**src/rtl/core/blyh_pkg.sv**
```systemverilog
// Shared constants for the Birks light-yield hit accumulator.
`default_nettype none
package blyh_pkg;
    localparam int unsigned CFG_IDX_W = 2;
    localparam logic [CFG_IDX_W-1:0] REG_C1_LIGHT = 2'd0;
    localparam logic [CFG_IDX_W-1:0] REG_C1_HEAVY = 2'd1;
    localparam logic [CFG_IDX_W-1:0] REG_C2       = 2'd2;

    localparam logic [31:0] C1_LIGHT_RST = 32'd54103273;
    localparam logic [31:0] C1_HEAVY_RST = 32'd30916156;
    localparam logic [31:0] C2_RST       = 32'd38714;

    localparam int unsigned PAD_OUT_W   = 13;
    localparam int unsigned DVD_W       = 56;
    localparam int unsigned DVS_W       = 50;
    localparam int unsigned X_W         = 48;
    localparam int unsigned PROD_W      = 96;
    localparam int unsigned CNT_W       = 6;
    localparam int unsigned DIV_STEPS   = 56;
    localparam int unsigned COEF_STEPS  = 32;
    localparam int unsigned SQ_STEPS    = 48;
    localparam logic [39:0] E_MAX       = 40'hFF_FFFF_FFFF;
    localparam logic [47:0] L_MAX       = 48'hFFFF_FFFF_FFFF;
endpackage
`default_nettype wire

```
**src/rtl/core/birks_light_yield_hit_accumulator.sv**
```systemverilog
// Birks-law quenched light computation and per-hit accumulation.
//
// The input channel takes one particle step per transaction and the output
// channel gives one finished hit per transaction; both use valid and stall.
// Configuration writes go through a plain write port; the user must issue
// them only while the block is idle, which the block itself does not enforce.
// A charged step with nonzero length passes through a restoring divider for
// dE/dx, a bit-serial pass for both Birks coefficient products, a bit-serial
// square term, a state for the denominator, a second division for the light,
// a state to update the sums and the idle state to take the next step. When
// the denominator saturates the second division is skipped. A neutral or
// zero-length step goes from idle straight to the sum update. One step is
// in work at a time, so the iterative divider and multiplier set the
// throughput.
// A finished hit waits in the output register; the next step is accepted
// while it waits, and the block holds only when a second hit is ready
// before the first one is taken.
// Reset restores the default coefficients and an empty hit with paddle -1.
`default_nettype none
module birks_light_yield_hit_accumulator #(
    parameter int unsigned PADDLE_BITS = 12
) (
    input  wire logic                                   i_clk,
    input  wire logic                                   i_rst_n,
    input  wire logic                                   i_cfg_we,
    input  wire logic [blyh_pkg::CFG_IDX_W-1:0]         i_cfg_idx,
    input  wire logic [31:0]                            i_cfg_data,
    input  wire logic                                   i_in_valid,
    output logic                                        o_in_stall,
    input  wire logic                                   i_step_entering,
    input  wire logic                                   i_step_ending,
    input  wire logic signed [7:0]                      i_particle_charge,
    input  wire logic [31:0]                            i_step_length_um,
    input  wire logic [31:0]                            i_energy_deposit_ev,
    input  wire logic [39:0]                            i_track_time_ps,
    input  wire logic [31:0]                            i_track_length_um,
    input  wire logic [PADDLE_BITS-1:0]                 i_volume_paddle,
    input  wire logic [23:0]                            i_track_number,
    output logic                                        o_out_valid,
    input  wire logic                                   i_out_stall,
    output logic [23:0]                                 o_hit_track,
    output logic signed [blyh_pkg::PAD_OUT_W-1:0]       o_hit_paddle,
    output logic [39:0]                                 o_hit_entry_time_ps,
    output logic [31:0]                                 o_hit_entry_length_um,
    output logic [39:0]                                 o_hit_energy_ev,
    output logic [47:0]                                 o_hit_light_yield
);
    typedef enum logic [2:0] {
        S_IDLE, S_DIVX, S_COEF, S_SQ, S_DEN, S_DIVL, S_FIN
    } t_state;

    t_state                                r_state;
    logic [blyh_pkg::CNT_W-1:0]            r_cnt;
    logic [31:0]                           r_c1l, r_c1h, r_c2;
    logic [39:0]                           r_esum;
    logic [47:0]                           r_lsum;
    logic [39:0]                           r_etime;
    logic [31:0]                           r_elen;
    logic [blyh_pkg::PAD_OUT_W-1:0]        r_epad;
    logic                                  r_ending;
    logic [23:0]                           r_track;
    logic [31:0]                           r_e;
    logic [39:0]                           r_light;
    logic [blyh_pkg::DVD_W-1:0]            r_dvd;
    logic [blyh_pkg::DVS_W-1:0]            r_dvs;
    logic [blyh_pkg::DVS_W-1:0]            r_rem;
    logic [blyh_pkg::X_W-1:0]              r_x;
    logic [blyh_pkg::X_W-1:0]              r_t1;
    logic [blyh_pkg::X_W-1:0]              r_ma;
    logic [31:0]                           r_mb;
    logic [blyh_pkg::PROD_W-1:0]           r_pa, r_pb;

    logic [blyh_pkg::DVS_W:0]              trial, diff;
    logic                                  ge;
    logic [blyh_pkg::DVD_W-1:0]            dvd_next;
    logic [blyh_pkg::DVS_W-1:0]            rem_next;
    logic [blyh_pkg::X_W:0]                sa, sb;
    logic [blyh_pkg::PROD_W-1:0]           pa_next, pb_next;
    logic [blyh_pkg::DVS_W-1:0]            den;
    logic                                  den_sat;
    logic [40:0]                           e_add;
    logic [39:0]                           e_base;
    logic [48:0]                           l_add;
    logic                                  heavy;
    logic                                  no_light;
    logic                                  accept;
    logic                                  out_free;

    always_comb begin
        trial    = {r_rem, r_dvd[blyh_pkg::DVD_W-1]};
        ge       = (trial >= {1'b0, r_dvs});
        diff     = trial - {1'b0, r_dvs};
        rem_next = ge ? diff[blyh_pkg::DVS_W-1:0] : trial[blyh_pkg::DVS_W-1:0];
        dvd_next = {r_dvd[blyh_pkg::DVD_W-2:0], ge};
        sa       = {1'b0, r_pa[95:48]} + (r_ma[0] ? {1'b0, r_x} : 49'd0);
        sb       = {1'b0, r_pb[95:48]} + (r_mb[0] ? {1'b0, r_x} : 49'd0);
        pa_next  = {sa, r_pa[47:1]};
        pb_next  = {sb, r_pb[47:1]};
        den_sat  = |r_pa[95:64];
        den      = 50'h1_0000 + {2'b00, r_t1} + {2'b00, r_pa[63:16]};
        e_base   = i_step_entering ? 40'd0 : r_esum;
        e_add    = {1'b0, e_base} + {9'd0, i_energy_deposit_ev};
        l_add    = {1'b0, r_lsum} + {9'd0, r_light};
        heavy    = (i_particle_charge != 8'sd1) && (i_particle_charge != -8'sd1);
        no_light = (i_particle_charge == 8'sd0) || (i_step_length_um == 32'd0);
        accept   = i_in_valid && !o_in_stall;
        out_free = !o_out_valid || !i_out_stall;
    end

    assign o_in_stall = (r_state != S_IDLE);

    always_ff @(posedge i_clk) begin
        if (!i_rst_n) begin
            r_state     <= S_IDLE;
            r_cnt       <= '0;
            r_c1l       <= blyh_pkg::C1_LIGHT_RST;
            r_c1h       <= blyh_pkg::C1_HEAVY_RST;
            r_c2        <= blyh_pkg::C2_RST;
            r_esum      <= '0;
            r_lsum      <= '0;
            r_etime     <= '0;
            r_elen      <= '0;
            r_epad      <= '1;
            o_out_valid <= 1'b0;
        end else begin
            if (o_out_valid && !i_out_stall) begin
                o_out_valid <= 1'b0;
            end
            if (i_cfg_we) begin
                case (i_cfg_idx)
                    blyh_pkg::REG_C1_LIGHT: r_c1l <= i_cfg_data;
                    blyh_pkg::REG_C1_HEAVY: r_c1h <= i_cfg_data;
                    blyh_pkg::REG_C2:       r_c2  <= i_cfg_data;
                    default: ;
                endcase
            end
            case (r_state)
                S_IDLE: begin
                    if (accept) begin
                        if (i_step_entering) begin
                            r_etime <= i_track_time_ps;
                            r_elen  <= i_track_length_um;
                            r_epad  <= blyh_pkg::PAD_OUT_W'(i_volume_paddle);
                        end
                        r_esum   <= e_add[40] ? blyh_pkg::E_MAX : e_add[39:0];
                        r_lsum   <= i_step_entering ? 48'd0 : r_lsum;
                        r_ending <= i_step_ending;
                        r_track  <= i_track_number;
                        r_e      <= i_energy_deposit_ev;
                        r_dvd    <= {8'd0, i_energy_deposit_ev, 16'd0};
                        r_dvs    <= {12'd0, i_step_length_um, 6'd0}
                                  + {13'd0, i_step_length_um, 5'd0}
                                  + {16'd0, i_step_length_um, 2'd0};
                        r_rem    <= '0;
                        r_ma     <= {16'd0, (heavy ? r_c1h : r_c1l)};
                        r_mb     <= r_c2;
                        r_cnt    <= blyh_pkg::CNT_W'(blyh_pkg::DIV_STEPS - 1);
                        if (no_light) begin
                            r_light <= '0;
                            r_state <= S_FIN;
                        end else begin
                            r_state <= S_DIVX;
                        end
                    end
                end
                S_DIVX: begin
                    r_dvd <= dvd_next;
                    r_rem <= rem_next;
                    r_cnt <= r_cnt - 1'b1;
                    if (r_cnt == '0) begin
                        r_x     <= dvd_next[blyh_pkg::X_W-1:0];
                        r_pa    <= '0;
                        r_pb    <= '0;
                        r_cnt   <= blyh_pkg::CNT_W'(blyh_pkg::COEF_STEPS - 1);
                        r_state <= S_COEF;
                    end
                end
                S_COEF: begin
                    r_pa  <= pa_next;
                    r_pb  <= pb_next;
                    r_ma  <= r_ma >> 1;
                    r_mb  <= r_mb >> 1;
                    r_cnt <= r_cnt - 1'b1;
                    if (r_cnt == '0) begin
                        r_t1    <= sa[48:1];
                        r_ma    <= sb[48:1];
                        r_pa    <= '0;
                        r_cnt   <= blyh_pkg::CNT_W'(blyh_pkg::SQ_STEPS - 1);
                        r_state <= S_SQ;
                    end
                end
                S_SQ: begin
                    r_pa  <= pa_next;
                    r_ma  <= r_ma >> 1;
                    r_cnt <= r_cnt - 1'b1;
                    if (r_cnt == '0) begin
                        r_state <= S_DEN;
                    end
                end
                S_DEN: begin
                    r_dvs <= den;
                    r_dvd <= {r_e, 24'd0};
                    r_rem <= '0;
                    r_cnt <= blyh_pkg::CNT_W'(blyh_pkg::DIV_STEPS - 1);
                    if (den_sat) begin
                        r_light <= '0;
                        r_state <= S_FIN;
                    end else begin
                        r_state <= S_DIVL;
                    end
                end
                S_DIVL: begin
                    r_dvd <= dvd_next;
                    r_rem <= rem_next;
                    r_cnt <= r_cnt - 1'b1;
                    if (r_cnt == '0) begin
                        r_light <= dvd_next[39:0];
                        r_state <= S_FIN;
                    end
                end
                S_FIN: begin
                    if (!r_ending) begin
                        r_lsum  <= l_add[48] ? blyh_pkg::L_MAX : l_add[47:0];
                        r_state <= S_IDLE;
                    end else if (r_esum == '0 || out_free) begin
                        if (r_esum != '0) begin
                            o_out_valid           <= 1'b1;
                            o_hit_track           <= r_track;
                            o_hit_paddle          <= r_epad;
                            o_hit_entry_time_ps   <= r_etime;
                            o_hit_entry_length_um <= r_elen;
                            o_hit_energy_ev       <= r_esum;
                            o_hit_light_yield     <= l_add[48] ? blyh_pkg::L_MAX
                                                               : l_add[47:0];
                        end
                        r_esum  <= '0;
                        r_lsum  <= '0;
                        r_etime <= '0;
                        r_elen  <= '0;
                        r_epad  <= '1;
                        r_state <= S_IDLE;
                    end
                end
                default: r_state <= S_IDLE;
            endcase
        end
    end
endmodule
`default_nettype wire

```
**config.mk**
```make
export PLATFORM = sky130hd
export DESIGN_NAME = birks_light_yield_hit_accumulator
export DESIGN_NICKNAME = d
export VERILOG_FILES = /design/src/rtl/core/blyh_pkg.sv /design/src/rtl/core/birks_light_yield_hit_accumulator.sv
export SDC_FILE = /design/constraint.sdc
export NUM_CORES = 2
export LEC_CHECK = 0
export ABC_CLOCK_PERIOD_IN_PS = 12450
export BUFFER_PORTS_ARGS = -buffer_cell sky130_fd_sc_hd__buf_2
export CAP_MARGIN = 5
export CORE_MARGIN = 2
export CORE_UTILIZATION = 55
export DETAILED_ROUTE_END_ITERATION = 8
export PLACE_DENSITY = 0.82
export SLEW_MARGIN = 20
export SYNTH_ARGS = -nofsm -noshare
export SYNTH_HDL_FRONTEND = slang
export SYNTH_SLANG_ARGS = --single-unit
```
**constraint.sdc**
```tcl
create_clock -name i_clk -period 12.45 [get_ports i_clk]
set_input_delay 2.49 -clock i_clk [delete_from_list [all_inputs] [get_ports i_clk]]
set_output_delay 2.49 -clock i_clk [all_outputs]
set_load 0.05 [all_outputs]
```
==> flow_metrics.env <==
export IMPL_cts_hold_buf=0
export IMPL_antenna_found_initial=10
export IMPL_grt_use_met3=0.0613
export IMPL_grt_usage=0.298
export IMPL_maxCapViolCount=0
export IMPL_synthAdderAreaFrac=0.0940
export IMPL_wl_per_cell_um=21.8
export IMPL_clock_skew_ps=57.1
export IMPL_hold_violations=0
export IMPL_synth_area_leaders="edfxtp_1 (40%), dfxtp_1 (9.9%), ha_1 (8.2%), nand2_1 (5.3%), a21oi_1 (3.7%)"
export IMPL_maxSlewHeadroom=0.324
export IMPL_synth_ff_type="edfxtp_1"
export IMPL_synthCells=5540
export IMPL_yosysSeqAreaShare=0.501
export IMPL_start_util=0.554
export IMPL_fmax_mhz=159
export IMPL_synth_avg_cell_area_um2=10.2
export IMPL_setup_viol=0
export IMPL_yosys_area_share_simple=0.160
export IMPL_port_buffers=419
export IMPL_crit_required_ps=13010
export IMPL_grt_max_degree=156
export IMPL_place_gp_congestion=0.979
export IMPL_ys_ff_latch=1033
export IMPL_r2r_end="r_pa[93]$_SDFFCE_PP0P_"
export IMPL_cts_tree="done"
export IMPL_use_met1=0.371
export IMPL_cts_resized=0
export IMPL_grt_pass1_wl_mm=243
export IMPL_drt_wl_total_mm=159
export IMPL_core_mm2=0.102
export IMPL_clk_insertion_delay_late_ps=720
export IMPL_status="finished, final reports clean"
export IMPL_synth_edff_count=754
export IMPL_io_pins=420
export IMPL_cts_htree_levels=3
export IMPL_cp_start_kind="primary input"
export IMPL_globalRouteOverflowTotal=0
export IMPL_synth_top_area_frac=0.402
export IMPL_rsz0062_at_grt="false"
export IMPL_dpl_hpwl_mm=115
export IMPL_period_needed_ps=6280
export IMPL_drt_iter0_markers=4315
export IMPL_die_area_mm2=0.105
export IMPL_grt_pass1_vias=42526
export IMPL_worst_pin_slew_ps=1010
export IMPL_synthToLayoutAreaGrowth_pct=11.8
export IMPL_clk_path_buf_depth=3
export IMPL_dpl_cell_count=7093
export IMPL_utilization=0.620
export IMPL_use_met2=0.492
export IMPL_viasPerCell=6.04
export IMPL_fin_cells=7295
export IMPL_synth_compound_area_frac=0.165
export IMPL_ys_types=89
export IMPL_synth_area_mux_share=0.00778
export IMPL_numCtsBuffers=104
export IMPL_clkSinkCount=1033
export IMPL_vias=44070
export IMPL_p_seq_frac=0.409
export IMPL_worstPathArrival_ps=6850
export IMPL_critPathKind="primary input to flop"
export IMPL_ys_warn_count=0
export IMPL_die_x_um=324
export IMPL_power_density_mw_per_mm2=177
export IMPL_switchingPower_mw=3.89
export IMPL_path_clk_slew_ps=60
export IMPL_post_cts_buffers=0
export IMPL_synth_xor_area_share=0.0414
export IMPL_critPathCapture="r_esum[39]$_SDFFE_PN0P_"
export IMPL_power_mw=11.1
export IMPL_maxSlewViolCount=0
export IMPL_min_path_type="flop to flop"
export IMPL_drtAntennaViolNets=0
export IMPL_root_buffer="clkbuf_16"
export IMPL_comb_power_share=0.313
export IMPL_ir_drop_mv=0.140
export IMPL_r2r_start="r_ma[0]$_DFFE_PP_"
export IMPL_row_count=117
export IMPL_synth_top_area_cell="edfxtp_1"
export IMPL_netlist_area_mm2=0.0563
export IMPL_p_leak_nw=26.4
export IMPL_crit_fanout=42
export IMPL_synth_top_family_by_area="compound AO/OA/AOI/OAI gates"
export IMPL_layout_drive_gt1_share=0.118
export IMPL_power_switching_fraction=0.350
export IMPL_cp_startpoint="i_step_entering"
export IMPL_power_frac_clock=0.278
export IMPL_die_y_um=324
export IMPL_intPower_mw=7.24
export IMPL_critPathCaptureType="flop"
export IMPL_dr_pass1_iters=8
export IMPL_synthArstFlopShare=0
export IMPL_tns_ps=0
export IMPL_reg2reg_depth=16
export IMPL_busiest_layer="met2"
export IMPL_finalNetCount=6454
export IMPL_r2r_setup_slack_ps=7670
export IMPL_finalCritPeriodShare=0.505
export IMPL_drc=0
export IMPL_syn_nets=6163
==> cell families after synthesis <==
group,Yosys count
flip-flops,1033
AO/OA/AOI/OAI,1414
AND/OR/NAND/NOR,1923
multiplexers,43
adder cells (fa/ha/maj),402
buffers and inverters,459
XOR/XNOR,266
==> power by group through the flow <==
| stage | sequential (mW) | clock (mW) | combinational [mW] |
|---|---|---|---|
| after CTS | 4.54 | 3.13 | 3.44 |
| final | 4.55 | 3.09 | 3.49 |
| after floorplan | 4.50 | 0 | 2.52 |
| after global routing | 4.58 | 3.26 | 3.84 |
| after detailed placement | 4.61 | 0 | 3.41 |
| after global placement | 4.60 | 0 | 3.34 |
==> flip-flops by register name, indices dropped and copies added (netlist names), 40 cells and up <==
name / cells
o_hit_energy_ev: 40
o_hit_entry_time_ps: 40
o_hit_light_yield: 48
r_dvd: 56
r_dvs: 50
r_esum: 40
r_etime: 40
r_light: 40
r_lsum: 48
r_ma: 48
r_pa: 80
r_pb: 48
r_rem: 50
r_t1: 48
r_x: 48
==> worst max-delay path, stage by stage <==
cell and delay (ps):
buf_2 70, buf_4 410, nor2b_1 100, ha_1 230, fa_1 420, a21o_1 180, a21oi_1 210, nor2b_1 90
o21ai_1 350, a211oi_1 200, o211ai_1 260, nand2_1 90, a31oi_1 670, nor2_1 150, nor2_1 420, buf_4 350
a31oi_1 110
==> final cells by class <==
cell class,instances,area (um^2)
Tap cell,1368,1710
Timing Repair Buffer,469,2490
Sequential cell,1033,28200
Inverter,175,657
Clock buffer,134,2790
Clock inverter,61,551
Antenna cell,7,17.5
Fill cell,8192,38600
Multi-Input combinational cell,4048,26500
==> worst min path at each step <==
stage / from / to / cells after the start
finish: r_track[13]$_DFFE_PP_ / o_hit_track[13]$_DFFE_PP_ / 0
global route: r_track[6]$_DFFE_PP_ / o_hit_track[6]$_DFFE_PP_ / 0
CTS: r_track[22]$_DFFE_PP_ / o_hit_track[22]$_DFFE_PP_ / 0
detailed placement: r_track[13]$_DFFE_PP_ / o_hit_track[13]$_DFFE_PP_ / 0
global placement: r_track[4]$_DFFE_PP_ / o_hit_track[4]$_DFFE_PP_ / 0
floorplan: r_track[0]$_DFFE_PP_ / o_hit_track[0]$_DFFE_PP_ / 0
==> Yosys cell counts, types with 12 or more instances <==
cell        n
nand2_1   801
o211ai_1   20
buf_1      20
nand4_1    57
o22ai_1    16
nor4_1     26
and2_1    180
nand2b_1   34
o31a_1     12
a22oi_1    25
o21ai_0   218
clkbuf_1  251
nor2b_1    73
inv_1     174
edfxtp_1  754
and3_1    108
nor2_1    315
o31ai_1    12
a31oi_1    49
nor3_1     64
o21a_1     31
a21oi_1   411
a211oi_1   35
a21boi_0  134
ha_1      367
xnor2_1   147
nand3_1   202
fa_1       35
a21o_1    213
dfxtp_1   279
mux2i_1    37
o21bai_1   46
xor2_1    119
a22o_1     50
==> cells in the final DEF (no fill, tap or decap), types with 12 or more instances in the layout <==
cell | netlist | final
a22o_1 | 50 | 50
xor2_1 | 119 | 119
o21bai_1 | 46 | 46
a21o_1 | 213 | 213
nor2_1 | 315 | 309
fa_1 | 35 | 35
nand3_1 | 202 | 201
a31oi_1 | 49 | 49
nor2b_1 | 73 | 72
o21a_1 | 31 | 31
edfxtp_1 | 754 | 754
nor4_1 | 26 | 25
dfxtp_1 | 279 | 278
nand2b_1 | 34 | 32
ha_1 | 367 | 367
o31ai_1 | 12 | 12
clkinv_2 | 0 | 19
o31a_1 | 12 | 12
and2_1 | 180 | 179
o21ai_0 | 218 | 218
clkbuf_16 | 0 | 104
clkinv_1 | 0 | 18
nand4_1 | 57 | 57
nand2_1 | 801 | 796
a21oi_1 | 411 | 410
o211ai_1 | 20 | 20
clkbuf_1 | 251 | 23
nor3_1 | 64 | 63
buf_2 | 10 | 418
inv_1 | 174 | 173
mux2i_1 | 37 | 37
a22oi_1 | 25 | 25
a211oi_1 | 35 | 35
a21boi_0 | 134 | 134
xnor2_1 | 147 | 147
o22ai_1 | 16 | 16
buf_4 | 1 | 48
and3_1 | 108 | 104
==> stage by stage <==
stage / instance area, um^2 / worst slack, ps / hold WS [ps]
finish: 63000 / 6170 / 419
global route: 62900 / 5840 / 422
CTS: 62900 / 6280 / 419
detailed placement: 59600 / 5530 / 405
global placement: 59600 / 5630 / 400
floorplan: 56300 / 994 / 400
==> routing by layer <==
metal	wire length (um)	up-vias
met5	50	-
met4	8760	8
met3	12700	359
met2	74900	1816
met1	62500	21220
li1	-	20667
Power figures use the tool's default switching activity.
